### config.mk
export PLATFORM = sky130hd
export DESIGN_NAME = uvsg_queue
export DESIGN_NICKNAME = d
export VERILOG_FILES = /design/src/rtl/uvsg_pkg.sv /design/src/rtl/uvsg_queue.sv
export SDC_FILE = /design/constraint.sdc
export NUM_CORES = 1
export LEC_CHECK = 0
export ABC_AREA = 1
export ABC_CLOCK_PERIOD_IN_PS = 4700
export BUFFER_PORTS_ARGS = -buffer_cell sky130_fd_sc_hd__buf_4
export CELL_PAD_IN_SITES_DETAIL_PLACEMENT = 1
export CELL_PAD_IN_SITES_GLOBAL_PLACEMENT = 2
export CORE_MARGIN = 10
export CORE_UTILIZATION = 38
export DETAILED_ROUTE_END_ITERATION = 10
export GPL_TIMING_DRIVEN = 1
export PLACE_DENSITY_LB_ADDON = 0.1
export SYNTH_ARGS = -nofsm -noshare
export SYNTH_HDL_FRONTEND = slang
export SYNTH_SLANG_ARGS = --single-unit
### constraint.sdc
create_clock -name clk -period 4.7 [get_ports clk]
set_clock_uncertainty 0.15 [all_clocks]
set_input_delay 0.705 -clock clk [delete_from_list [all_inputs] [get_ports clk]]
set_output_delay 0.705 -clock clk [all_outputs]
set_load 0.03 [all_outputs]
### src/rtl/uvsg_pkg.sv
// Shared types, constants and helpers of the UV sphere quad generator.
package uvsg_pkg;

  localparam int CNT_W = 9;
  localparam int IDX_W = 8;
  localparam int POS_W = 16;
  localparam int VNUM_W = 18;

  // Configuration register indexes
  localparam logic [1:0] CFG_U_SEGMENTS = 2'd0;
  localparam logic [1:0] CFG_V_SEGMENTS = 2'd1;

  localparam logic [CNT_W-1:0] SEG_RESET = 9'd16;

  localparam int QUEUE_DEPTH = 2;

  // Phase divider: 44 dividend bits, four bits a stage
  localparam int DIV_BITS = 44;
  localparam int DIV_STEPS_PER_STAGE = 4;
  localparam int DIV_STAGES = DIV_BITS / DIV_STEPS_PER_STAGE;

  localparam int CORDIC_STEPS = 24;
  localparam logic signed [32:0] CORDIC_GAIN = 33'sd652032874;
  localparam logic signed [31:0] ATAN_TURNS [CORDIC_STEPS] = '{
    32'sd536870912, 32'sd316933406, 32'sd167458907, 32'sd85004756, 32'sd42667331,
    32'sd21354465, 32'sd10679838, 32'sd5340245, 32'sd2670163, 32'sd1335087,
    32'sd667544, 32'sd333772, 32'sd166886, 32'sd83443, 32'sd41722, 32'sd20861,
    32'sd10430, 32'sd5215, 32'sd2608, 32'sd1304, 32'sd652, 32'sd326, 32'sd163,
    32'sd81
  };

  // Lane: divider stages, CORDIC entry, CORDIC steps, quadrant turn
  localparam int LANE_LAT = DIV_STAGES + CORDIC_STEPS + 2;
  // Plus product and rounding stages
  localparam int PIPE_LAT = LANE_LAT + 2;

  localparam logic signed [19:0] Q14_ONE = 20'sd16384;

  typedef struct packed {
    logic [IDX_W-1:0] i;
    logic [IDX_W-1:0] j;
    logic [CNT_W-1:0] uc;
    logic [CNT_W-1:0] vc;
    logic             err;
    logic             shade;
    logic [15:0]      vbase;
  } item_t;

  typedef struct packed {
    logic              shade;
    logic [VNUM_W-1:0] vnum;
    logic [1:0]        corner;
    logic              err;
    logic              last;
  } meta_t;

  function automatic logic signed [POS_W-1:0] sat_q14(input logic signed [19:0] v);
    logic signed [POS_W-1:0] r;
    if (v > Q14_ONE) r = 16'sd16384;
    else if (v < -Q14_ONE) r = -16'sd16384;
    else r = v[POS_W-1:0];
    return r;
  endfunction

endpackage

### src/rtl/uvsg_queue.sv
// Short request queue between front end and back end.
module uvsg_queue (
  input  logic            clk,
  input  logic            rst,
  input  logic            push,
  input  uvsg_pkg::item_t wr_word,
  input  logic            pop,
  output uvsg_pkg::item_t rd_word,
  output logic            nonempty,
  output logic            full
);
  import uvsg_pkg::*;

  localparam int PTR_W = (QUEUE_DEPTH > 1) ? $clog2(QUEUE_DEPTH) : 1;
  localparam int CNT_QW = $clog2(QUEUE_DEPTH + 1);

  item_t             store [QUEUE_DEPTH];
  logic [PTR_W-1:0]  wr_ptr;
  logic [PTR_W-1:0]  rd_ptr;
  logic [CNT_QW-1:0] count;

  assign nonempty = (count != '0);
  assign full = (count == CNT_QW'(QUEUE_DEPTH));
  assign rd_word = store[rd_ptr];

  always_ff @(posedge clk) begin
    if (push) store[wr_ptr] <= wr_word;
  end

  always_ff @(posedge clk) begin
    if (rst) begin
      wr_ptr <= '0;
      rd_ptr <= '0;
      count  <= '0;
    end else begin
      if (push) wr_ptr <= (wr_ptr == PTR_W'(QUEUE_DEPTH - 1)) ? '0 : wr_ptr + 1'b1;
      if (pop) rd_ptr <= (rd_ptr == PTR_W'(QUEUE_DEPTH - 1)) ? '0 : rd_ptr + 1'b1;
      if (push && !pop) count <= count + 1'b1;
      else if (pop && !push) count <= count - 1'b1;
    end
  end

endmodule

Yosys cells after proc, flatten, opt, wreduce, memory -nomap -nowiden. Memory sizes are Yosys's and may differ from the RTL's. A register that Yosys moved wholly into a read port is not among the register bits. Cells that the tools add are included.

Add/sub/neg operators: 4. Eq/ne operators: 1. Multiplexer cells: 8. Reduce and logical (&&, ||, !) cells: 6.

Operators by type and width (count): $mux W1 (6); $mux W2 (2); $reduce_bool A2 Y1 (2); $add A1 B1 Y1 const B (2); $add A2 B1 Y2 const B (1); $eq A2 B2 Y1 const B (1); $logic_and A1 B1 Y1 (2); $logic_not A1 Y1 (2); $sub A2 B1 Y2 const B (1).

Register bits: 4. RAM bits: 104. Input bits: 56. Memories kept: 1.

Memory list: store (words 2, width 52, rd ports 1, clocked after Yosys merged registers in 1, wr ports 1, RTL line uvsg_queue.sv:17) `item_t store [QUEUE_DEPTH];`.

Depth between registers and ports, before layout.
Depth in word-level cells: 4. Gate-level depth with buffers: 8. Depth with buffers taken out: 8.

Worst setup path after synthesis. OpenSTA, ideal clock, no wires.

Kind: in2reg. Start point: input push. End point: memory store[0][0] (netlist name) (enable). Library setup time: 0.463 ns. Data arrival time: 2.928 ns. Slack: 1.158 ns. Cell stages on the path: 2. Path buffers: 0. Cell sequence: inv_1 > nor2_1.

Longest elaborated chain between the ends: 2.

RTL lines: start: declaration (RTL line uvsg_queue.sv:5) `input logic push,`; $mux W1 (RTL line uvsg_queue.sv:27) `if (push) store[wr_ptr] <= wr_word;`; $mux W1 (implied by the code) (RTL line uvsg_queue.sv:27); end: declaration (RTL line uvsg_queue.sv:17).

No other way between the ends.

==> reports/qor.csv <==
metric;value;unit
nNetsFinal;368;
num_vias;2063;
htreeDepth;3;
whs;365;ps
ys_seq_area_frac;0.761;
core;0.0109;mm^2
period_share;0.602;
syn_area;0.00423;mm^2
first_pass_iters;4;
path_clk_slew;100;ps
setup-violations-final;0;
cpLargestDelayFamily;flip-flops;
drive_gt1_frac;0.565;
ant_nets;0;
ios;110;
clock_latency;350;ps
rsz0062_at_grt;no;
gp_congestion;0.676;
synth_cell_types;16;
final_cell_area;0.00530;mm^2
synthesis.instances;195;
period_minus_slack;2830;ps
route.detailed.drc;0;
post_cts_resized;0;
slew_viol_final;0;
drt_iter0_markers;98;
groute.usage.overall;0.102;
rows;38;
ys_warn_count;0;
synth_compound_area_frac;0.00236;
port_buffers;109;
path_buf_inv;1;
p_leak;2.10;nW
synth_top_family_by_area;multiplexers;
power-per-cell-area;376;mW/mm^2
crit_fanout;52;
die_x;126;um
antenna_found_initial;0;
fin_util;0.487;
initial_core_util;0.389;
final_common_cell;buf_4;
clockRootBuffer;clkbuf_8;
slowest_stage;dfxtp_4;
ir_drop;0.000174;V
final_cell_mix;buf_4, edfxtp_1, mux2_4;
synthSimpleGateAreaFrac;0.0145;
worstPathRequired;3850;ps
drt_wl_total;8.26;mm
ys_top_cells_by_area;edfxtp_1, mux2_4, buf_12, dfxtp_1, inv_1;
status;finished clean;
fillers;1036;
grt-ovfl-total;0;
syn_avg_cell_area;21.7;um^2
grt_pass1_vias;2319;
finalNonFillerCells;455;
fmax;353;MHz
synth-xor-area-share;0.00207;
fin_setup_tns;0;ps
crit_path_cell_trace;mux2_2, buf_4;
worst_slew_pin_slew;987;ps
cts_inserted_buffers;9;
synth_top_area_share;0.738;
cap_violations;0;
finalHoldViolCount;0;
synth-seq-cells;109;
place_area;0.00514;mm^2
synth_fa_ha_area_frac;0.00296;
synth.area.mux_share;0.183;
synth_top_area_cell;edfxtp_1;
cts_tree;yes;
cp-end-kind;output port;
startpoint_type;flip-flop;
hp-class;in -> reg;
hold_buffers;0;
diodes;0;
hpwl;5.78;mm
grt_max_degree;53;
wl_per_cell;18.2;um
clockBufferDepth;2;
syn-num-nets;252;
via_per_inst;4.53;
clkSinkCount;109;
area_growth;25.2;%
relSlewSlack;0.340;
worst-setup-path-type;reg -> out;
cpPeakStageDelay;1020;ps
die_area;0.0158;mm^2
placed_cells;440;
grt_pass1_wl;12.6;mm
arrival;1970;ps
die_h;126;um
post-cts-setup-buffers;0;
## cells by family (layout without fill, tap and decap cells)
group / after synthesis / after routing
adders and majority gates: 1 / 1
xor gates and xnor gates: 1 / 1
AOI/OAI and AO/OA: 2 / 2
muxes: 52 / 52
buffers and inverters: 15 / 135
and+or+nand+nor: 15 / 15
DFF: 109 / 109
## worst reg2reg max path, delay by kind of cell (launching register included)
family / cells / cell delay, ps
simple gates: 1 / 770
flops: 1 / 350
buf+inv: 1 / 450
## per-layer routing
| layer | global-route usage | vias to the layer above | share of wire |
|---|---|---|---|
| li1 | - | 971 | - |
| met1 | 0.110 | 1011 | 0.41 |
| met2 | 0.174 | 71 | 0.50 |
| met3 | 0.0406 | 10 | 0.079 |
| met4 | 0.0447 | 0 | 0.015 |
| met5 | 0 | - | 0 |
## power breakdown
| group | leakage (nW) | total [W] | switching [W] | internal, W |
|---|---|---|---|---|
| logic | 1.01 | 0.000350 | 0.000180 | 0.000170 |
| clock network | 0.0727 | 0.000486 | 0.000294 | 0.000192 |
| registers | 1.02 | 0.00116 | 0.0000375 | 0.00112 |
## cell type report
type | instances | area [um^2] | area share
clock buffers | 12 | 135 | 0.0255
clock inverters | 3 | 23.8 | 0.00448
inverters | 9 | 33.8 | 0.00637
multi-input cells | 71 | 873 | 0.165
flip-flops and latches | 109 | 3230 | 0.609
well taps | 140 | 175 | 0.0330
repair buffers | 111 | 833 | 0.157
## synthesized netlist by cell type (all sizes together)
master / count
a21oi: 1
buf: 6
dfxtp: 5
edfxtp: 104
ha: 1
inv: 9
mux2: 52
nand2: 6
nand3: 1
nand4: 1
nor2: 6
nor3: 1
o21ai: 1
xnor2: 1
## flip-flops by register name, summed over array words and instances (netlist names), named ones only
name,cells
store,104
count,2
rd_ptr,1
wr_ptr,1
## final timing paths
check	slack, ps	depth (start not counted)	startpoint	to
max	1870	2	flip-flop	rd_word[32]
min	370	2	rst	flip-flop
max reg2reg	2640	2	wr_ptr	store[0][19]
min reg2reg	380	2	rd_ptr	flip-flop
## metrics by stage
step           setup slack (ps)  total power [W]
2_1_floorplan              1160          0.00141
3_3_place_gp               2090          0.00154
3_5_place_dp               2110          0.00154
4_1_cts                    1800          0.00203
5_1_grt                    1730          0.00208
6_report                   1870          0.00200
Note: power is estimated with default switching activity, not from simulation.
