## config.mk

```make
export PLATFORM = sky130hd
export DESIGN_NAME = uvsg_front
export DESIGN_NICKNAME = d
export VERILOG_FILES = /design/src/rtl/uvsg_pkg.sv /design/src/rtl/uvsg_front.sv
export SDC_FILE = /design/constraint.sdc
export NUM_CORES = 1
export LEC_CHECK = 0
export ABC_AREA = 1
export BUFFER_PORTS_ARGS = -buffer_cell sky130_fd_sc_hd__buf_2
export CORE_UTILIZATION = 52
export DETAILED_ROUTE_END_ITERATION = 6
export GPL_TIMING_DRIVEN = 0
export MAX_ROUTING_LAYER = met4
export PLACE_DENSITY = 0.8
export SLEW_MARGIN = 0
export SYNTH_ARGS = -nofsm -noshare
export SYNTH_HDL_FRONTEND = slang
export SYNTH_SLANG_ARGS = --single-unit
```

## constraint.sdc

```tcl
create_clock -name clk -period 4.1 [get_ports clk]
set_clock_uncertainty 0.2 [all_clocks]
set_input_delay 0.205 -clock clk [delete_from_list [all_inputs] [get_ports clk]]
set_output_delay 0.205 -clock clk [all_outputs]
set_load 0.01 [all_outputs]
```

## src/rtl/uvsg_pkg.sv

```systemverilog
// Shared types, constants and helpers of the UV sphere quad generator.
package uvsg_pkg;

  localparam int CNT_W = 9;
  localparam int IDX_W = 8;
  localparam int POS_W = 16;
  localparam int VNUM_W = 18;

  // Configuration register indexes
  localparam logic [1:0] CFG_U_SEGMENTS = 2'd0;
  localparam logic [1:0] CFG_V_SEGMENTS = 2'd1;

  localparam logic [CNT_W-1:0] SEG_RESET = 9'd16;

  localparam int QUEUE_DEPTH = 2;

  // Phase divider: 44 dividend bits, four bits a stage
  localparam int DIV_BITS = 44;
  localparam int DIV_STEPS_PER_STAGE = 4;
  localparam int DIV_STAGES = DIV_BITS / DIV_STEPS_PER_STAGE;

  localparam int CORDIC_STEPS = 24;
  localparam logic signed [32:0] CORDIC_GAIN = 33'sd652032874;
  localparam logic signed [31:0] ATAN_TURNS [CORDIC_STEPS] = '{
    32'sd536870912, 32'sd316933406, 32'sd167458907, 32'sd85004756, 32'sd42667331,
    32'sd21354465, 32'sd10679838, 32'sd5340245, 32'sd2670163, 32'sd1335087,
    32'sd667544, 32'sd333772, 32'sd166886, 32'sd83443, 32'sd41722, 32'sd20861,
    32'sd10430, 32'sd5215, 32'sd2608, 32'sd1304, 32'sd652, 32'sd326, 32'sd163,
    32'sd81
  };

  // Lane: divider stages, CORDIC entry, CORDIC steps, quadrant turn
  localparam int LANE_LAT = DIV_STAGES + CORDIC_STEPS + 2;
  // Plus product and rounding stages
  localparam int PIPE_LAT = LANE_LAT + 2;

  localparam logic signed [19:0] Q14_ONE = 20'sd16384;

  typedef struct packed {
    logic [IDX_W-1:0] i;
    logic [IDX_W-1:0] j;
    logic [CNT_W-1:0] uc;
    logic [CNT_W-1:0] vc;
    logic             err;
    logic             shade;
    logic [15:0]      vbase;
  } item_t;

  typedef struct packed {
    logic              shade;
    logic [VNUM_W-1:0] vnum;
    logic [1:0]        corner;
    logic              err;
    logic              last;
  } meta_t;

  function automatic logic signed [POS_W-1:0] sat_q14(input logic signed [19:0] v);
    logic signed [POS_W-1:0] r;
    if (v > Q14_ONE) r = 16'sd16384;
    else if (v < -Q14_ONE) r = -16'sd16384;
    else r = v[POS_W-1:0];
    return r;
  endfunction

endpackage

```

## src/rtl/uvsg_front.sv

```systemverilog
// Front end: configuration registers, request checks and queue word build.
module uvsg_front #(
  parameter int MAX_U_SEGMENTS = 256,
  parameter int MAX_V_SEGMENTS = 256
) (
  input  logic                    clk,
  input  logic                    rst,
  input  logic                    start,
  input  logic [7:0]              u_index,
  input  logic [7:0]              v_index,
  input  logic                    cfg_valid,
  input  logic [1:0]              cfg_index,
  input  logic [8:0]              cfg_data,
  input  logic                    full,
  output logic                    push,
  output uvsg_pkg::item_t         word
);
  import uvsg_pkg::*;

  logic [CNT_W-1:0] u_segments;
  logic [CNT_W-1:0] v_segments;
  logic [CNT_W-1:0] uc;
  logic [CNT_W-1:0] vc;
  logic             cnt_err;
  logic [16:0]      lin;

  always_ff @(posedge clk) begin
    if (rst) begin
      u_segments <= SEG_RESET;
      v_segments <= SEG_RESET;
    end else if (cfg_valid) begin
      if (cfg_index == CFG_U_SEGMENTS) u_segments <= cfg_data;
      if (cfg_index == CFG_V_SEGMENTS) v_segments <= cfg_data;
    end
  end

  // Clamp the counts into the supported range
  always_comb begin
    cnt_err = 1'b0;
    uc = u_segments;
    vc = v_segments;
    if (u_segments == '0) begin
      uc = 9'd1;
      cnt_err = 1'b1;
    end else if (32'(u_segments) > MAX_U_SEGMENTS) begin
      uc = CNT_W'(MAX_U_SEGMENTS);
      cnt_err = 1'b1;
    end
    if (v_segments == '0) begin
      vc = 9'd1;
      cnt_err = 1'b1;
    end else if (32'(v_segments) > MAX_V_SEGMENTS) begin
      vc = CNT_W'(MAX_V_SEGMENTS);
      cnt_err = 1'b1;
    end
  end

  assign lin = 17'(u_index * vc) + 17'(v_index);
  assign push = start && !full;

  always_comb begin
    word.i     = u_index;
    word.j     = v_index;
    word.uc    = uc;
    word.vc    = vc;
    word.err   = cnt_err || ({1'b0, u_index} >= uc) || ({1'b0, v_index} >= vc);
    // set when i*(vc+1)+j is even
    word.shade = ~((u_index[0] & ~vc[0]) ^ v_index[0]);
    word.vbase = lin[15:0];
  end

endmodule

```

After elaboration in Yosys (flattened, before gate mapping)
Index checks and enable logic that the tools add are counted.
{"block": "word_totals", "word_cells": 30, "inputBits": 32, "regBits": 18, "out_inout_bits": 53}
{"block": "op_classes", "addsub": 1, "muxes": 8, "reduce_logical": 9, "n_bitwise": 4, "multipliers": 1, "magnitude_cmp": 4, "n_eq_ne": 1}
{"op": "$mux W9", "n": 4}
{"op": "$ge A8 B9 Y1", "n": 2}
{"op": "$gt A9 B9 Y1 const B", "n": 2}
{"op": "$logic_not A9 Y1", "n": 2}
{"op": "$add A16 B8 Y16", "n": 1}
{"op": "$mul A8 B9 Y16", "n": 1}
{"op": "$mux W1", "n": 4}
{"op": "$reduce_and A2 Y1", "n": 2}
{"op": "$eq A2 B1 Y1 const B", "n": 1}
{"op": "$logic_not A2 Y1", "n": 1}
{"op": "$logic_or A1 B1 Y1", "n": 2}
{"op": "$not A1 Y1", "n": 2}
{"op": "$and A1 B1 Y1", "n": 1}
{"op": "$logic_and A1 B1 Y1", "n": 1}
{"op": "$logic_not A1 Y1", "n": 1}
{"op": "$xor A1 B1 Y1", "n": 1}

Depth between registers and ports, before layout
{"block": "depth", "depth_word": 7, "depth_mapped": 24, "mapped_depth_nobuf": 24}

Worst setup path before layout
No wires, ideal clock.
{"block": "synth_timing", "path_kind": "reg-to-output", "from": "register v_segments[6]", "to": "output port word[13] (netlist bit)", "path_stages_with_launch": 22, "n_path_buf": 0, "setup_slack_ps": -573, "arrival_ps": 4268, "required_time_ps": 3695, "path_cell_list": "dfxtp_1 -> nor2_1 -> nand3_1 -> nor2_2 -> nor2_2 -> inv_4 -> nand2_4 -> inv_4 -> nand2_1 -> fa_1 -> fa_1 -> inv_1 -> fa_1 -> inv_1 -> fa_1 -> inv_1 -> ha_1 -> nand2_1 -> o21ai_0 -> nand2_1 -> nand3_1 -> xor2_1"}
{"element": "from (decl)", "line": "uvsg_front.sv:21", "text": "logic [CNT_W-1:0] v_segments;"}
{"element": "from (signal assigned)", "line": "uvsg_front.sv:33", "text": "if (cfg_index == CFG_V_SEGMENTS) v_segments <= cfg_data;"}
{"element": "to (decl)", "line": "uvsg_front.sv:16", "text": "output uvsg_pkg::item_t word"}

==> qor.txt <==
result of the run -> finished with violations
violated checks -> negative setup slack
Final Hold Violating Endpoints -> 0
average cell area after synthesis -> 7.08 um^2
startpoint of the lowest-slack register-to-register path -> v_segments[8]$_SDFFE_PP0P_
switching portion of total power -> 47.8%
highest-count cells in the layout ignoring fill and taps -> 122 x inv_1, 81 x buf_2, 73 x nand2_1
largest driver fanout on the critical path -> 5
mux contribution to synthesized area -> 0%
number of buffers added by the clock tree synthesis step -> 3
Port-buffer cells -> 83
tightest hold margin -> 0.0126 ns
critical path endpoint category -> output port
compound-cell area share of the yosys netlist -> 6.88%
count of final max-slew check failures -> 0
Root Buffer -> clkbuf_8
Post-Synthesis Cells -> 568
final clock period utilization by the worst path -> 128%
dominant combinational cell family by area after synthesis -> adder cells
number of routed nets with antenna violations -> 0
vertical die dimension -> 89.9 um
proportion of power drawn by the clock network -> 9.3%
first-pass GRT wire length -> 18500 um
Ports -> 85
CTS tree -> built
transition time at the pin with the least slew margin -> 0.423 ns
internal cell power -> 818 uW
most common library cell in the layout ignoring fill and taps -> inv_1
final non-filler cell total -> 785
worst supply voltage drop on vdd -> 0.193 mV
Switch Pwr -> 749 uW
power share of the combinational group -> 78.5%
post-synthesis sequential area ratio -> 8.96%
relative slew slack -> 71.8%
Worst setup endpoint -> word[10]
diode insertion count for antenna repair -> 0
critical path arrival -> 4.83 ns
H-tree lvl count -> 1
starting DRC count in detailed routing -> 228
die outline width -> 89.9 um
via count -> 4078
area of the die -> 8090 um^2
clock slew at reported path FFs -> 0.07 ns
upper clock frequency limit -> 0.191 GHz
synthesized net count -> 703
clock latency on the worst-skew pair -> 0.25 ns
fraction of power consumed by sequential logic -> 12.2%
critical path data required time -> 3.69 ns
setup slack of the most critical reg-to-reg path -> 2.95 ns
net count of the finished layout -> 822
Critical path origin -> v_segments[5]$_SDFFE_PP0P_
Clock Sink Count -> 18
routed length per instance -> 14.5 um
Setup TNS Final -> -10.77 ns
RSZ-0062 raised after global routing -> yes
Synth Area in Simple Gates -> 22.6%
power density normalized to cell area -> 288 nW/um^2
count of cells along the worst register-to-register path -> 3
reg2reg end -> v_segments[8]$_SDFFE_PP0P_
Final min period -> 5.24 ns
detailed-route vias per instance -> 5.19
pin count of the biggest net entering global routing -> 11
overall overflow remaining after global route -> 0
placed insts -> 750
Post-Place Worst Slack -> -0.802 ns
Lkg Pwr -> 2.99 nW
Tot GR Track Use -> 28.9%
initial antenna violation count -> 0
post-detailed-routing wire length -> 11400 um
number of filler cells placed in the layout -> 558
number of warning messages in the yosys log -> 0
number of DRC violations after detailed routing -> 0
placer's final routability congestion estimate -> 0.913
Initial Util -> 54.6%
number of violations of the max-capacitance limit -> 0
share of the synthesized netlist area taken by xor and xnor gates -> 2.40%
proportion of layout cells with a drive suffix above 1 -> 36.4%
placeable core region -> 7370 um^2
Final setup violation count -> 12
number of global-route vias before repair -> 4115
combined area of all synthesized cells -> 4020 um^2
Detailed Place HPWL -> 8640 um
synthesis-to-finish area growth -> 35.2%
count of different cell masters after synthesis -> 29
maximum root-to-sink buffer count -> 2
Tightest Hold Check Type -> primary input to flop
fraction of the mapped netlist area in adder cells -> 41.2%
worst path setup slack after routing -> -1.14 ns
type of origin of the critical path -> flop
iteration count of the initial detailed-routing pass -> 5
standard-cell rows -> 31
type of the worst setup path -> flop to output port
synthesis-stage register bit count -> 18
==> metrics by stage <==
step | power (mW) | cell area (um^2) | util [%]
2_1_floorplan | 0.965 | 4270 | -
3_3_place_gp | 1.19 | 4810 | 65.2
3_5_place_dp | 1.23 | 4810 | 65.2
4_1_cts | 1.45 | 5130 | 69.7
5_1_grt | 1.71 | 5440 | 73.8
6_report | 1.57 | 5440 | 73.8
==> sequential cells by signal, indices dropped and copies added (netlist names) <==
register    count
u_segments      9
v_segments      9
==> cell usage after synthesis, drive strengths merged <==
cell type	instances	area (um^2)
a21o	1	7.51
a21oi	27	135
a31oi	3	18.8
buf	20	153
clkbuf	3	11.3
dfxtp	18	360
fa	49	981
ha	54	676
inv	146	561
nand2	107	442
nand2b	1	6.26
nand3	26	130
nand3b	1	7.51
nand4	3	18.8
nor2	68	260
nor3	6	30.0
nor4	2	12.5
o211ai	1	7.51
o21a	1	7.51
o21ai	20	100
xnor2	4	35.0
xor2	7	61.3
==> kinds of logic (layout without fill, tap and decap cells) <==
logic type               Yosys count  in the layout
flip-flops                        18             18
AO/OA/AOI/OAI                     53             53
XOR/XNOR                          11             11
buffers and inverters            169            287
adder cells (fa/ha/maj)          103            103
AND/OR/NAND/NOR                  214            214
==> critical path, cell delays in order, from the launching register on <==
cell	delay [ns]
dfxtp_4	0.35
inv_2	0.05
nand4_1	0.16
nor2_4	0.18
nor2_4	0.06
inv_4	0.10
buf_6	0.15
nand2_8	0.08
inv_8	0.07
nand2_4	0.04
fa_1	0.49
fa_1	0.55
inv_2	0.04
fa_1	0.51
inv_2	0.05
fa_1	0.54
inv_2	0.05
ha_4	0.25
nand2_2	0.06
nand2_2	0.06
a31oi_1	0.18
nand2_1	0.13
buf_4	0.15
xor2_1	0.13
buf_2	0.13
==> power by group through the flow <==
stage | combinational (mW) | sequential (mW) | clock (mW)
final | 1.23 | 0.192 | 0.145
after global routing | 1.36 | 0.192 | 0.158
after CTS | 1.11 | 0.192 | 0.146
after detailed placement | 1.03 | 0.197 | 0
after global placement | 0.996 | 0.197 | 0
after floorplan | 0.771 | 0.195 | 0
==> worst min path at each step <==
stage,start,endpoint,slack [ns],depth (start not counted)
2_1_floorplan,cfg_data[4],u_segments[4]$_SDFFE_PP1P_,0.12,2
3_3_place_gp,cfg_data[4],u_segments[4]$_SDFFE_PP1P_,0.23,3
3_5_place_dp,cfg_data[4],u_segments[4]$_SDFFE_PP1P_,0.23,3
4_1_cts,cfg_data[7],v_segments[7]$_SDFFE_PP0P_,0.02,3
5_1_grt,cfg_data[7],v_segments[7]$_SDFFE_PP0P_,0.02,3
6_report,cfg_data[7],v_segments[7]$_SDFFE_PP0P_,0.01,3
==> routing by layer <==
metal	vias up	global-route usage, %	share of wire, %
li1	1943	-	-
met1	1942	35.1	41
met2	155	50.8	50
met3	38	2.96	5.2
met4	0	9.01	3.4
met5	-	-	0
==> final cells by class <==
type                       instances  area [um^2]  share of cell area [%]
multi-input combinational        381         3420                    62.9
clock buffer                       4         55.1                    1.01
timing repair buffer             114          718                    13.2
buffer                            23          164                    3.02
tap                               99          124                    2.28
sequential                        18          380                    7.00
inverter                         146          577                    10.6
==> what timing repair did <==
item,4_1_cts,5_1_grt
hold endpoints to repair,3,0
setup endpoints to repair,12,13
pin swaps,23,19
setup buffers,12,17
hold buffers,2,0
resized for setup,38,38
Power figures use the tool's default switching activity.
